$ cat config.mk
export PLATFORM = sky130hd
export DESIGN_NAME = six_channel_clock_divider_swing_unit
export DESIGN_NICKNAME = d
export VERILOG_FILES = /design/src/hw/rtl/sixcd_pkg.sv /design/src/hw/rtl/sixcd_ram.sv /design/src/hw/rtl/six_channel_clock_divider_swing_unit.sv
export SDC_FILE = /design/constraint.sdc
export NUM_CORES = 2
export LEC_CHECK = 0
export ABC_AREA = 1
export BUFFER_PORTS_ARGS = -buffer_cell sky130_fd_sc_hd__buf_2
export CAP_MARGIN = 20
export CORE_UTILIZATION = 65
export DETAILED_ROUTE_END_ITERATION = 7
export GPL_TIMING_DRIVEN = 0
export PLACE_DENSITY_LB_ADDON = 0.1
export SYNTH_ARGS = -nofsm -noshare
export SYNTH_HDL_FRONTEND = slang
export SYNTH_SLANG_ARGS = --single-unit
$ cat constraint.sdc
create_clock -name i_clk -period 11.5 [get_ports i_clk]
set_clock_uncertainty 0.1 [all_clocks]
set_input_delay 1.725 -clock i_clk [delete_from_list [all_inputs] [get_ports i_clk]]
set_output_delay 1.725 -clock i_clk [all_outputs]
set_load 0.005 [all_outputs]
$ cat src/hw/rtl/sixcd_pkg.sv
// ============================================================================
// sixcd_pkg
// Shared widths, register indexes and reset values of the six channel clock
// divider with swing.
// ============================================================================
package sixcd_pkg;

    // Defaults of the top level parameters
    localparam int DEF_CHANNELS      = 6;
    localparam int DEF_COUNTER_WIDTH = 24;
    localparam int DEF_MAX_DIVISION  = 16;

    // Fixed field widths
    localparam int GATE_W     = 6;
    localparam int LEVEL_W    = 11;
    localparam int DIV_IN_W   = 5;
    localparam int PERIOD_W   = 24;
    localparam int SWING_W    = 16;
    localparam int EDGE_W     = 20;
    localparam int REM_W      = 4;
    localparam int CFG_ADDR_W = 2;
    localparam int CFG_DATA_W = 24;

    // Level scale: 1024 means 1.0
    localparam int                  LEVEL_SHIFT = 10;
    localparam logic [LEVEL_W-1:0]  LEVEL_ONE   = 11'd1024;
    localparam logic [LEVEL_W-1:0]  WIDTH_BIAS  = 11'd256;

    // Edge count wraps at lcm(1..16)
    localparam logic [EDGE_W-1:0]   EDGE_WRAP   = 20'd720720;

    localparam logic [PERIOD_W-1:0] PERIOD_MAX  = {PERIOD_W{1'b1}};
    localparam logic [REM_W-1:0]    FIVE        = 4'd5;

    // Configuration register indexes
    localparam logic [CFG_ADDR_W-1:0] CFG_CHANNEL_ENABLE = 2'd0;
    localparam logic [CFG_ADDR_W-1:0] CFG_SWING_MAX      = 2'd1;
    localparam logic [CFG_ADDR_W-1:0] CFG_INIT_PERIOD    = 2'd2;

    // Configuration reset values
    localparam logic [GATE_W-1:0]   ENABLE_RST      = 6'h3F;
    localparam logic [SWING_W-1:0]  SWING_MAX_RST   = 16'd4800;
    localparam logic [PERIOD_W-1:0] INIT_PERIOD_RST = 24'd48000;

    function automatic logic [LEVEL_W-1:0] clamp_level(input logic [LEVEL_W-1:0] v);
        clamp_level = (v > LEVEL_ONE) ? LEVEL_ONE : v;
    endfunction

endpackage

$ cat src/hw/rtl/sixcd_ram.sv
// ============================================================================
// sixcd_ram
// Generic single write port RAM with one registered read port.
// ============================================================================
module sixcd_ram #(
    parameter int WIDTH = 24,
    parameter int DEPTH = 6,
    parameter int AW    = (DEPTH > 1) ? $clog2(DEPTH) : 1
) (
    input  logic             i_clk,
    input  logic             i_we,
    input  logic [AW-1:0]    i_waddr,
    input  logic [WIDTH-1:0] i_wdata,
    input  logic [AW-1:0]    i_raddr,
    output logic [WIDTH-1:0] o_rdata
);

    logic [WIDTH-1:0] r_mem [0:DEPTH-1];
    logic [WIDTH-1:0] r_rdata;

    always_ff @(posedge i_clk) begin
        if (i_we) begin
            r_mem[i_waddr] <= i_wdata;
        end
        r_rdata <= r_mem[i_raddr];
    end

    assign o_rdata = r_rdata;

endmodule

$ cat src/hw/rtl/six_channel_clock_divider_swing_unit.sv
// ============================================================================
// six_channel_clock_divider_swing_unit
// Six channel clock divider: measures the clock period, counts edges and
// drives one gate per channel with width and swing control.
// ============================================================================
//
//  port group      direction  handshake          payload
//  --------------  ---------  -----------------  ------------------------------
//  tick in         in         i_valid / o_ready  bang, reset, width, swing,
//                                                div_one .. div_six
//  result out      out        o_valid / i_ready  o_gates, o_measured_period
//  config write    in         i_cfg_we           i_cfg_addr, i_cfg_wdata
//
//  One tick beat runs from accept to result valid through the shared
//  arithmetic states S_CTRL to S_PW (counters, period multiply, reciprocal
//  divide by five, remainder fix-up), then one pass through the since-pulse
//  RAM at one channel per cycle, then S_DRAIN and the load in S_DONE.
//  A new tick is taken only back in S_IDLE, after the result is loaded.
//  Reset is synchronous and ends at once: per entry valid bits stand in for
//  the zeroed since-pulse counters, no clearing pass.
//  A waiting result does not block the next tick: o_ready rises again as soon
//  as the result register is loaded; only a second finished result waits for
//  i_ready before it is written.
//
module six_channel_clock_divider_swing_unit #(
    parameter int CHANNELS      = sixcd_pkg::DEF_CHANNELS,
    parameter int COUNTER_WIDTH = sixcd_pkg::DEF_COUNTER_WIDTH,
    parameter int MAX_DIVISION  = sixcd_pkg::DEF_MAX_DIVISION
) (
    input  logic                                i_clk,
    input  logic                                i_rst_n,

    // tick in
    input  logic                                i_valid,
    output logic                                o_ready,
    input  logic                                i_bang_level,
    input  logic                                i_reset_level,
    input  logic [sixcd_pkg::LEVEL_W-1:0]       i_width_level,
    input  logic [sixcd_pkg::LEVEL_W-1:0]       i_swing_level,
    input  logic [sixcd_pkg::DIV_IN_W-1:0]      i_div_one,
    input  logic [sixcd_pkg::DIV_IN_W-1:0]      i_div_two,
    input  logic [sixcd_pkg::DIV_IN_W-1:0]      i_div_three,
    input  logic [sixcd_pkg::DIV_IN_W-1:0]      i_div_four,
    input  logic [sixcd_pkg::DIV_IN_W-1:0]      i_div_five,
    input  logic [sixcd_pkg::DIV_IN_W-1:0]      i_div_six,

    // result out
    output logic                                o_valid,
    input  logic                                i_ready,
    output logic [sixcd_pkg::GATE_W-1:0]        o_gates,
    output logic [sixcd_pkg::PERIOD_W-1:0]      o_measured_period,

    // config write
    input  logic                                i_cfg_we,
    input  logic [sixcd_pkg::CFG_ADDR_W-1:0]    i_cfg_addr,
    input  logic [sixcd_pkg::CFG_DATA_W-1:0]    i_cfg_wdata
);

    import sixcd_pkg::*;

    // ------------------------------------------------------------------------
    // Derived widths
    // ------------------------------------------------------------------------
    localparam int CW    = COUNTER_WIDTH;
    localparam int CH_W  = (CHANNELS > 1) ? $clog2(CHANNELS) : 1;
    // period path is at least as wide as the period output
    localparam int P_W   = (CW > PERIOD_W) ? CW : PERIOD_W;
    localparam int PW_W  = P_W - 2;            // pulse width <= period / 4
    localparam int MP_W  = P_W + LEVEL_W;      // period * (256 + width)
    localparam int X_W   = P_W + 1;            // that product >> 10
    localparam int RS    = P_W + 3;            // reciprocal shift, 2^RS > x
    localparam int K_W   = RS - 2;
    localparam int QP_W  = X_W + K_W;
    localparam int SP_W  = LEVEL_W + SWING_W;
    localparam int DIV_W = $clog2(MAX_DIVISION + 1);
    localparam int RES_W = $clog2(MAX_DIVISION);
    localparam int PD_W  = PW_W + DIV_W;
    localparam int THR_W = P_W + 4;

    localparam logic [63:0]   RECIP_FULL = (64'd1 << RS) / 64'd5;
    localparam logic [K_W-1:0] RECIP     = RECIP_FULL[K_W-1:0];
    localparam logic [CW-1:0] CNT_MAX    = {CW{1'b1}};

    typedef enum logic [3:0] {
        S_IDLE,
        S_CTRL,
        S_MUL,
        S_RECIP,
        S_REM,
        S_PW,
        S_SCAN,
        S_DRAIN,
        S_DONE
    } t_state;

    function automatic logic [DIV_W-1:0] clamp_div(input logic [DIV_IN_W-1:0] d);
        if (d == '0) begin
            clamp_div = DIV_W'(1);
        end else if (int'(d) > MAX_DIVISION) begin
            clamp_div = DIV_W'(MAX_DIVISION);
        end else begin
            clamp_div = DIV_W'(d);
        end
    endfunction

    // ------------------------------------------------------------------------
    // Registers
    // ------------------------------------------------------------------------
    t_state              r_state;

    // configuration
    logic [GATE_W-1:0]   r_chan_en;
    logic [SWING_W-1:0]  r_swing_max;

    // block state outside the RAM
    logic [CW-1:0]       r_tsc;            // ticks since clock
    logic [P_W-1:0]      r_period;
    logic [EDGE_W-1:0]   r_edge;
    logic [RES_W-1:0]    r_res [0:MAX_DIVISION-1];  // edge count mod (i + 1)
    logic                r_prev_bang;
    logic                r_prev_rst;
    logic                r_bang_rise;
    logic [GATE_W-1:0]   r_gate;
    logic [CHANNELS-1:0] r_tsp_vld;        // since-pulse entry written since reset

    // latched tick
    logic                r_bang;
    logic                r_rst_lvl;
    logic [LEVEL_W-1:0]  r_width;
    logic [LEVEL_W-1:0]  r_swl;
    logic [DIV_W-1:0]    r_div [0:GATE_W-1];

    // shared arithmetic
    logic [MP_W-1:0]     r_prod;
    logic [SWING_W-1:0]  r_swing;
    logic [QP_W-1:0]     r_qprod;
    logic [PW_W-1:0]     r_q0;
    logic [REM_W-1:0]    r_rem;
    logic [PW_W-1:0]     r_pw;

    // channel pass: stage A reads, stage B updates and writes back
    logic [CH_W-1:0]     r_ch_a;
    logic                r_b_valid;
    logic [CH_W-1:0]     r_ch_b;
    logic [THR_W-1:0]    r_thr_b;
    logic                r_resz_b;
    logic                r_vld_b;
    logic                r_in_win;

    // result
    logic                r_out_valid;
    logic [GATE_W-1:0]   r_out_gates;
    logic [PERIOD_W-1:0] r_out_period;

    // ------------------------------------------------------------------------
    // Counter and edge update (S_CTRL)
    // A rising reset level loads edge count 1 before the clock edge is taken.
    // ------------------------------------------------------------------------
    logic                rst_rise;
    logic                bang_rise;
    logic [EDGE_W-1:0]   edge_mid;
    logic [EDGE_W-1:0]   n_edge;
    logic [RES_W-1:0]    res_mid [0:MAX_DIVISION-1];
    logic [RES_W-1:0]    n_res   [0:MAX_DIVISION-1];
    logic [CW-1:0]       tsc_inc;

    always_comb begin
        rst_rise  = r_rst_lvl && !r_prev_rst;
        bang_rise = r_bang && !r_prev_bang;
        edge_mid  = rst_rise ? EDGE_W'(1) : r_edge;
        n_edge    = edge_mid;
        if (bang_rise) begin
            n_edge = (edge_mid == EDGE_WRAP - EDGE_W'(1)) ? '0 : edge_mid + EDGE_W'(1);
        end
        for (int i = 0; i < MAX_DIVISION; i++) begin
            // divisor i + 1; divisor one always has residue zero
            res_mid[i] = rst_rise ? ((i == 0) ? '0 : RES_W'(1)) : r_res[i];
            n_res[i]   = res_mid[i];
            if (bang_rise) begin
                n_res[i] = (res_mid[i] == RES_W'(i)) ? '0 : res_mid[i] + RES_W'(1);
            end
        end
        tsc_inc = (r_tsc == CNT_MAX) ? r_tsc : r_tsc + CW'(1);
    end

    // ------------------------------------------------------------------------
    // Shared arithmetic
    // pw = floor(period * (256 + width) / 5120): the product is shifted by 10,
    // then divided by five through a reciprocal multiply that lands on the
    // quotient or one below it, fixed up from the remainder.
    // ------------------------------------------------------------------------
    logic [SP_W-1:0]     sprod;
    logic [X_W-1:0]      x_val;
    logic [PW_W-1:0]     q0;
    logic [X_W-1:0]      five_q0;
    logic [X_W-1:0]      rem_full;

    assign sprod    = SP_W'(r_swl) * SP_W'(r_swing_max);
    assign x_val    = r_prod[LEVEL_SHIFT +: X_W];
    assign q0       = r_qprod[RS +: PW_W];
    assign five_q0  = (X_W'(q0) << 2) + X_W'(q0);
    assign rem_full = x_val - five_q0;

    // ------------------------------------------------------------------------
    // Channel pass, stage A: select division, residue and threshold
    // ------------------------------------------------------------------------
    logic [DIV_W-1:0]    d_sel;
    logic [RES_W-1:0]    res_sel;
    logic [PD_W-1:0]     pw_div;
    logic [THR_W-1:0]    win_hi;
    logic                in_win;

    always_comb begin
        d_sel = DIV_W'(1);   // channels without a division input divide by one
        for (int g = 0; g < GATE_W; g++) begin
            if (g < CHANNELS && r_ch_a == CH_W'(g)) begin
                d_sel = r_div[g];
            end
        end
        res_sel = r_res[RES_W'(d_sel - DIV_W'(1))];
        pw_div  = PD_W'(r_pw) * PD_W'(d_sel);
        win_hi  = THR_W'(r_pw) + THR_W'(r_swing);
        in_win  = (THR_W'(r_tsc) > THR_W'(r_swing)) && (THR_W'(r_tsc) < win_hi);
    end

    // ------------------------------------------------------------------------
    // Channel pass, stage B: since-pulse update and gate decision
    // Each entry is read and written once per tick and ticks never overlap,
    // so read-after-write needs no forwarding.
    // ------------------------------------------------------------------------
    logic [CW-1:0]       ram_rdata;
    logic [CW-1:0]       tsp_base;
    logic [CW-1:0]       tsp_inc;
    logic [CW-1:0]       tsp_new;
    logic                tsp_over;
    logic [GATE_W-1:0]   n_gate;

    always_comb begin
        tsp_base = r_vld_b ? ram_rdata : '0;
        tsp_inc  = (tsp_base == CNT_MAX) ? tsp_base : tsp_base + CW'(1);
        tsp_new  = (r_bang_rise && r_resz_b) ? '0 : tsp_inc;
        tsp_over = THR_W'(tsp_new) > r_thr_b;
        n_gate   = r_gate;
        for (int g = 0; g < GATE_W; g++) begin
            if (g < CHANNELS && r_ch_b == CH_W'(g)) begin
                if (!r_chan_en[g]) begin
                    n_gate[g] = 1'b0;
                end else if (r_in_win) begin
                    if (r_resz_b) begin
                        n_gate[g] = 1'b1;
                    end
                end else if (tsp_over) begin
                    n_gate[g] = 1'b0;
                end
            end
        end
    end

    sixcd_ram #(
        .WIDTH (CW),
        .DEPTH (CHANNELS)
    ) u_tsp_ram (
        .i_clk   (i_clk),
        .i_we    (r_b_valid),
        .i_waddr (r_ch_b),
        .i_wdata (tsp_new),
        .i_raddr (r_ch_a),
        .o_rdata (ram_rdata)
    );

    // ------------------------------------------------------------------------
    // Control: sequencer, block state, configuration, result register
    // ------------------------------------------------------------------------
    always_ff @(posedge i_clk) begin
        if (!i_rst_n) begin
            r_state     <= S_IDLE;
            r_chan_en   <= ENABLE_RST;
            r_swing_max <= SWING_MAX_RST;
            r_tsc       <= '0;
            r_period    <= P_W'(INIT_PERIOD_RST);
            r_edge      <= '0;
            for (int i = 0; i < MAX_DIVISION; i++) begin
                r_res[i] <= '0;
            end
            r_prev_bang <= 1'b0;
            r_prev_rst  <= 1'b0;
            r_bang_rise <= 1'b0;
            r_gate      <= '0;
            r_tsp_vld   <= '0;
            r_ch_a      <= '0;
            r_b_valid   <= 1'b0;
            r_out_valid <= 1'b0;
        end else begin
            // the done state handles its own result register update
            if (r_out_valid && i_ready && r_state != S_DONE) begin
                r_out_valid <= 1'b0;
            end

            r_b_valid <= (r_state == S_SCAN);
            if (r_b_valid) begin
                r_gate            <= n_gate;
                r_tsp_vld[r_ch_b] <= 1'b1;
            end

            unique case (r_state)
                S_IDLE: begin
                    if (i_valid) begin
                        r_state <= S_CTRL;
                    end
                end
                S_CTRL: begin
                    r_tsc       <= bang_rise ? '0 : tsc_inc;
                    if (bang_rise) begin
                        r_period <= P_W'(tsc_inc);
                    end
                    r_edge      <= n_edge;
                    r_res       <= n_res;
                    r_prev_bang <= r_bang;
                    r_prev_rst  <= r_rst_lvl;
                    r_bang_rise <= bang_rise;
                    r_state     <= S_MUL;
                end
                S_MUL:   r_state <= S_RECIP;
                S_RECIP: r_state <= S_REM;
                S_REM:   r_state <= S_PW;
                S_PW: begin
                    r_ch_a  <= '0;
                    r_state <= S_SCAN;
                end
                S_SCAN: begin
                    if (r_ch_a == CH_W'(CHANNELS - 1)) begin
                        r_ch_a  <= '0;
                        r_state <= S_DRAIN;
                    end else begin
                        r_ch_a <= r_ch_a + CH_W'(1);
                    end
                end
                S_DRAIN: r_state <= S_DONE;
                S_DONE: begin
                    if (!r_out_valid || i_ready) begin
                        r_out_valid  <= 1'b1;
                        r_out_gates  <= r_gate;
                        r_out_period <= (r_period > P_W'(PERIOD_MAX)) ?
                                        PERIOD_MAX : r_period[PERIOD_W-1:0];
                        r_state      <= S_IDLE;
                    end
                end
                default: r_state <= S_IDLE;
            endcase

            // config writes must come only while idle; the block does not enforce this
            if (i_cfg_we) begin
                unique case (i_cfg_addr)
                    CFG_CHANNEL_ENABLE: r_chan_en   <= i_cfg_wdata[GATE_W-1:0];
                    CFG_SWING_MAX:      r_swing_max <= i_cfg_wdata[SWING_W-1:0];
                    CFG_INIT_PERIOD:    r_period    <= P_W'(i_cfg_wdata);
                    default: ;
                endcase
            end
        end
    end

    // ------------------------------------------------------------------------
    // Datapath registers (no reset)
    // ------------------------------------------------------------------------
    always_ff @(posedge i_clk) begin
        if (r_state == S_IDLE && i_valid) begin
            r_bang    <= i_bang_level;
            r_rst_lvl <= i_reset_level;
            r_width   <= clamp_level(i_width_level);
            r_swl     <= clamp_level(i_swing_level);
            r_div[0]  <= clamp_div(i_div_one);
            r_div[1]  <= clamp_div(i_div_two);
            r_div[2]  <= clamp_div(i_div_three);
            r_div[3]  <= clamp_div(i_div_four);
            r_div[4]  <= clamp_div(i_div_five);
            r_div[5]  <= clamp_div(i_div_six);
        end
        if (r_state == S_MUL) begin
            r_prod  <= MP_W'(r_period) * MP_W'(r_width + WIDTH_BIAS);
            // swing drops out on every fourth count
            r_swing <= (r_edge[1:0] == 2'b00) ? '0 : sprod[LEVEL_SHIFT +: SWING_W];
        end
        if (r_state == S_RECIP) begin
            r_qprod <= QP_W'(x_val) * QP_W'(RECIP);
        end
        if (r_state == S_REM) begin
            r_q0  <= q0;
            r_rem <= rem_full[REM_W-1:0];
        end
        if (r_state == S_PW) begin
            r_pw <= (r_rem >= FIVE) ? r_q0 + PW_W'(1) : r_q0;
        end
        if (r_state == S_SCAN) begin
            r_ch_b   <= r_ch_a;
            r_thr_b  <= THR_W'(pw_div) + THR_W'(r_swing);
            r_resz_b <= (res_sel == '0);
            r_vld_b  <= r_tsp_vld[r_ch_a];
            r_in_win <= in_win;
        end
    end

    assign o_ready           = (r_state == S_IDLE);
    assign o_valid           = r_out_valid;
    assign o_gates           = r_out_gates;
    assign o_measured_period = r_out_period;

    // ------------------------------------------------------------------------
    // Assertions
    // ------------------------------------------------------------------------
    a_stage_b_in_pass: assert property (@(posedge i_clk) disable iff (!i_rst_n)
        r_b_valid |-> (r_state == S_SCAN || r_state == S_DRAIN))
        else $error("stage B active outside the channel pass");

    a_accept_starts: assert property (@(posedge i_clk) disable iff (!i_rst_n)
        (i_valid && o_ready) |=> (r_state == S_CTRL))
        else $error("accepted beat did not start the counter update");

    a_parity_residue: assert property (@(posedge i_clk) disable iff (!i_rst_n)
        r_res[1] == RES_W'(r_edge[0]))
        else $error("residue mod two disagrees with edge count");

endmodule

# Word-level counts from Yosys, hierarchy flattened
# Memory sizes are Yosys's and may differ from the RTL's. A register that Yosys moved wholly into a read port is not among the register bits.
# Index checks and enable logic that the tools add are counted.
[totals]
reg_bits = 414
ramBits = 174
wordCells = 308
n_memories = 2
[op_classes]
addsub = 27
multipliers = 4
order_cmp = 17
eq_ne = 54
n_mux = 114
bitwise_logic = 2
n_reduce_logical = 36
[mem_list]
columns = ["memory", "depth", "width", "read_ports", "rd_clocked_by_memory_dff", "write_ports", "line_no", "source"]
rows = [
  ["u_tsp_ram.r_mem", 6, 24, 1, 1, 1, "sixcd_ram.sv:18", "logic [WIDTH-1:0] r_mem [0:DEPTH-1];"],
  ["r_div", 6, 5, 6, 0, 6, "six_channel_clock_divider_swing_unit.sv:131", "logic [DIV_W-1:0] r_div [0:GATE_W-1];"],
]
[ops]
columns = ["cell", "count"]
rows = [
  ["24-bit two-way mux", 9],
  ["4-bit two-way mux", 53],
  ["5-bit two-way mux", 24],
  ["4-bit by 1-bit adder with 4-bit output (second input constant)", 16],
  ["20-bit two-way mux", 3],
  ["25-bit by 25-bit multiplier with 49-bit output (second input constant)", 1],
  ["24-bit by 1-bit adder with 24-bit output (second input constant)", 2],
  ["24-bit == test (second input constant)", 2],
  ["4-bit == test (second input constant)", 9],
  ["4-bit one-hot mux with 9 select lines", 1],
  ["24-bit by 12-bit multiplier with 35-bit output", 1],
  ["4-bit by 3-bit == test with 1-bit output (second input constant)", 8],
  ["5-bit greater-than comparator (second input constant)", 6],
  ["5-bit zero test", 6],
  ["27-bit by 16-bit adder with 28-bit output", 1],
  ["24-bit by 28-bit greater-than comparator with 1-bit output", 1],
  ["22-bit by 5-bit multiplier with 27-bit output", 1],
  ["11-bit by 16-bit multiplier with 26-bit output", 1],
  ["24-bit by 16-bit greater-than comparator with 1-bit output", 1],
  ["24-bit greater-than comparator (second input constant)", 1],
  ["24-bit by 23-bit less-than comparator with 1-bit output", 1],
  ["4-bit AND reduction", 6],
  ["22-bit by 16-bit adder with 23-bit output", 1],
  ["22-bit by 1-bit adder with 22-bit output (second input constant)", 1],
  ["other kinds (41)", 98],
]

# Depth between registers and ports, before layout
[depth]
word_depth = 13
depth_mapped = 31
depth_no_buf = 28

# By module
# From an unflattened synthesis, not the netlist that was laid out.
[unflattened]
cells_unflattened = 6685
area_unflattened_um2 = 56294.0
[modules_own_cells]
columns = ["mod", "instances", "cells_each", "area_per_inst_um2", "seq_area_each_um2"]
rows = [
  ["six_channel_clock_divider_swing_unit", 1, 6211, 50119.3, 10440.0],
  ["sixcd_ram", 1, 474, 6174.7, 4804.6],
]

# Worst setup path after synthesis
# OpenSTA, ideal clock, no wires.
[synth_path]
path_kind = "reg-to-reg"
startpoint = "reg r_prod[15]"
endpoint = "reg r_qprod[39] (data pin)"
setup_time_ns = 0.256
arrival_ns = 5.520
t_required_ns = 11.144
path_slack_ns = 5.624
path_stages_with_launch = 24
n_path_buf = 0
path_cell_list = "edfxtp_1 ha_1 inv_1 fa_1 inv_1 fa_1 inv_1 fa_1 inv_1 fa_1 fa_1 inv_1 fa_1 inv_1 ha_1 nand2_1 nor2_1 inv_1 nor4_1 nand2_1 nand2_1 a21oi_1 nand2_1 nand2_1"
[synth_between]
elab_chain_cells = 1
[synth_rtl]
columns = ["element", "line_no", "source"]
rows = [
  ["start: declaration", "six_channel_clock_divider_swing_unit.sv:134", "logic [MP_W-1:0] r_prod;"],
  ["start signal: assignment", "six_channel_clock_divider_swing_unit.sv:380", "r_prod <= MP_W'(r_period) * MP_W'(r_width + WIDTH_BIAS);"],
  ["25-bit by 25-bit multiplier with 49-bit output", "six_channel_clock_divider_swing_unit.sv:385", "r_qprod <= QP_W'(x_val) * QP_W'(RECIP);"],
  ["end signal: assignment", "six_channel_clock_divider_swing_unit.sv:385", ""],
  ["end: declaration", "six_channel_clock_divider_swing_unit.sv:136", "logic [QP_W-1:0] r_qprod;"],
]
# No other way between the ends.
# A chain may end at the register's enable or synchronous reset.

# Worst setup path in the final report
[layout_path]
startpoint = "reg r_ch_a[0]"
endpoint = "reg r_thr_b[21] (data pin)"
[layout_between]
elab_chain_cells = 9
elab_cells_between_ends = 14
cone_classes = "1 x add/sub; 1 x mul; 5 x eq/ne; 6 x mux; 1 x reduce/logical"
[layout_rtl]
columns = ["element", "line_no", "source"]
rows = [
  ["start: declaration", "six_channel_clock_divider_swing_unit.sv:142", "logic [CH_W-1:0] r_ch_a;"],
  ["start signal: assignment", "six_channel_clock_divider_swing_unit.sv:335", "r_ch_a <= r_ch_a + CH_W'(1);"],
  ["3-bit zero test", "six_channel_clock_divider_swing_unit.sv:216", "if (g < CHANNELS && r_ch_a == CH_W'(g)) begin"],
  ["5-bit two-way mux (5 in a row)", "six_channel_clock_divider_swing_unit.sv:216", ""],
  ["5-bit two-way mux (*)", "six_channel_clock_divider_swing_unit.sv:216", ""],
  ["22-bit by 5-bit multiplier with 27-bit output (*)", "six_channel_clock_divider_swing_unit.sv:221", "pw_div = PD_W'(r_pw) * PD_W'(d_sel);"],
  ["27-bit by 16-bit adder with 28-bit output (*)", "six_channel_clock_divider_swing_unit.sv:396", "r_thr_b <= THR_W'(pw_div) + THR_W'(r_swing);"],
  ["end signal: assignment", "six_channel_clock_divider_swing_unit.sv:396", ""],
  ["end: declaration", "six_channel_clock_divider_swing_unit.sv:145", "logic [THR_W-1:0] r_thr_b;"],
]
# Every way passes the cells marked *; elsewhere a longest branch is shown, timed or not.

==> summary.md <==
| Metric | Value |
|---|---|
| Status | completed |
| RSZ-0062 raised after global routing | no |
| Synth top area cells | fa_1 (23%), edfxtp_1 (20%), ha_1 (11%) |
| Achievable clock frequency | 0.1397 GHz |
| Via count | 46,130 |
| Initial antenna violation count | 6 |
| Final nets | 8,085 |
| Die area | 87,600 um2 |
| Total GRT Usage | 0.3848 |
| Total Wirelength | 164,300 um |
| Max-slew violation count | 0 |
| Cell Area, Placed | 58,550 um2 |
| Routability congestion estimate | 1.016 |
| Cell accounting for the most synthesized area | fa_1 |
| Most numerous cell in the Yosys netlist | inv_1 |
| Root buffer cell | clkbuf_16 |
| CP startpoint kind | flip-flop |
| Setup_tns | 0 ns |
| Synth cell types | 60 |
| Setup Fix Bufs, Post-CTS | 0 |
| Worst-margin pin slew | 1.011 ns |
| Synthesized area | 56,170 um2 |
| Pin count of the biggest net entering global routing | 31 |
| Global-route wire length before repair | 254,900 um |
| Worst Path Required | 11.80 ns |
| Remaining DRCs | 0 |
| CTS tree | built |
| Gr ovfl total | 0 |
| Routed Antenna Nets | 0 |
| Avg WL per Cell | 20.39 um |
| Post-cts sizing count | 0 |
| Most frequent cell on the critical path | nand2_1 |
| Slowest CP cell | fa_1 |
| Crit path capture type | flip-flop |
| Max-slew headroom | 0.3261 |
| Fraction of registers with async set/reset | 0 |
| Arr. time, crit path | 7.46 ns |
| FP Rows | 107 |
| Syn-to-layout area delta | 8.208% |
| Largest stage delay, worst path | 0.54 ns |
| I/O Buffers | 115 |
| H-Tree Depth | 3 |
| Mapped Avg Cell Area | 8.446 um2 |
| Final instance area | 60,780 um2 |
| Initial Util | 0.6577 |
| Type of the worst setup path | flip-flop to flip-flop |
| Synth warn | 0 |
| Register area share after synthesis | 0.2714 |
| Setup-failing EPs final | 0 |
| Top post-synthesis cells by count | inv_1 (1,403), nand2_1 (1,335), fa_1 (644) |
| I/O Pins | 117 |
| Worst Hold Class | flip-flop to flip-flop |
| Clock Latency Late Sink | 0.65 ns |
| Die Wd | 296.0 um |
| Tcrit/Tclk final | 0.6224 |
| Hpwl dp | 133,900 um |
| Die Y | 296.0 um |
| First-pass DRT Iterations | 8 |
| Num Clock Sinks | 575 |
| CTS Hold Buffers Added | 0 |
| Longest Clk Path Bufs | 3 |
| Syn Inst Count | 6,651 |
| Synth Net Count | 7,876 |
| Clock transition at path regs | 0.07 ns |
| Vias in the first global route | 46,230 |
| Main flop type after synthesis | edfxtp_1 |
| Top-area cell type share of the netlist area | 0.2295 |
| Fin crit period | 7.158 ns |
| Via-to-Cell Ratio | 5.725 |
| Fin Hold WS | 0.3165 ns |
| Share of cells above drive strength 1 | 0.04817 |
| Number of hold violations in the final report | 0 |
| Core area | 85,410 um2 |
| Max-cap violations | 0 |
| CTS Buf Count | 66 |
| Seq cells post-synth | 575 |
| EDFF count, synth | 373 |
| Crit Path Max Fanout | 10 |
| 1st-iter DRT viols | 4,127 |
through the flow:
stage               setup slack [ns]    util  cells
global route                   3.914  0.7116   8057
CTS                            4.475  0.7116   8057
finish                         4.342  0.7116   8058
detailed placement             4.482  0.6855   7936
global placement               4.581  0.6812   7910
floorplan                      5.624       -   6651
final cells by class:
cell class / instances / area (um2)
clock inverters: 34 / 427.9
diodes: 1 / 2.502
inverters: 1424 / 5348
flip-flops and latches: 575 / 15240
clock buffers: 87 / 1800
multi-input cells: 4432 / 34740
plain buffers: 220 / 912.1
well taps: 1144 / 1431
fillers: 6858 / 24630
repair buffers: 141 / 878.3
cells in the final DEF, fill, tap and decap left out, types with 9 or more instances in the layout:
cell type	count
nor2_1	533
nand2_1	1335
clkinv_1	10
a211oi_1	19
nand4_1	84
a21boi_0	9
buf_6	18
edfxtp_1	373
o21ai_0	221
nor3_1	71
o21bai_1	20
dfxtp_1	202
a21oi_1	410
o31ai_1	9
inv_2	15
a31oi_1	35
xor2_1	113
nand3b_1	9
o211ai_1	27
buf_2	141
fa_1	644
nor4_1	35
o221ai_1	9
a221oi_1	14
a21o_1	28
xnor2_1	63
buf_1	13
nor3_2	9
clkbuf_16	66
o21a_1	10
inv_1	1403
nand3_1	165
nor2_2	10
clkbuf_1	186
buf_4	12
ha_1	496
routing by layer:
metal	vias to the layer above	global-route usage	share of wire
li1	21310	-	-
met1	22260	0.4892	0.39
met2	2081	0.6239	0.46
met3	476	0.08199	0.094
met4	8	0.1921	0.056
met5	-	0.006652	0.00075
registers in the layout, indices dropped and copies added, names as in the netlist, 11 cells and up:
register	cells
r_edge	20
r_tsc	24
r_prod	25
r_div	30
o_measured_period	24
r_swing	16
r_swl	11
r_thr_b	28
r_q0	22
u_tsp_ram.o_rdata	24
r_period	24
r_swing_max	16
u_tsp_ram.r_mem	144
r_qprod	22
r_res	64
r_pw	22
r_width	11
worst paths after layout:
check / start / to / slack, ns / cells after the start
worst min-delay path: r_qprod[38]$_DFFE_PP_ / r_q0[11]$_DFFE_PP_ / 0.32 / 0
worst min register to register: r_qprod[38]$_DFFE_PP_ / r_q0[11]$_DFFE_PP_ / 0.32 / 0
worst max-delay path: r_ch_a[0]$_SDFFE_PN0N_ / r_thr_b[21]$_DFFE_PP_ / 4.34 / 30
worst max register to register: r_ch_a[0]$_SDFFE_PN0N_ / r_thr_b[21]$_DFFE_PP_ / 4.34 / 30
critical path, delay by kind of cell, from the launching register on:
kind	cells	cell delay, ns
buffers and inverters	8	1.77
AO/OA/AOI/OAI	5	1.23
flip-flops	1	0.43
adder cells (fa/ha/maj)	5	2.29
AND/OR/NAND/NOR	12	1.07
cells by family after synthesis:
logic type	after synthesis	share of synthesized area
AND/OR/NAND/NOR	2276	0.1658
buffers and inverters	1644	0.1114
adder cells (fa/ha/maj)	1140	0.3400
AO/OA/AOI/OAI	839	0.08375
flip-flops	575	0.2714
XOR/XNOR	176	0.02744
multiplexers	1	0.0002004
Power is not shown: default switching activity piles up to over one toggle a cycle in this logic, so the estimate is an artifact.
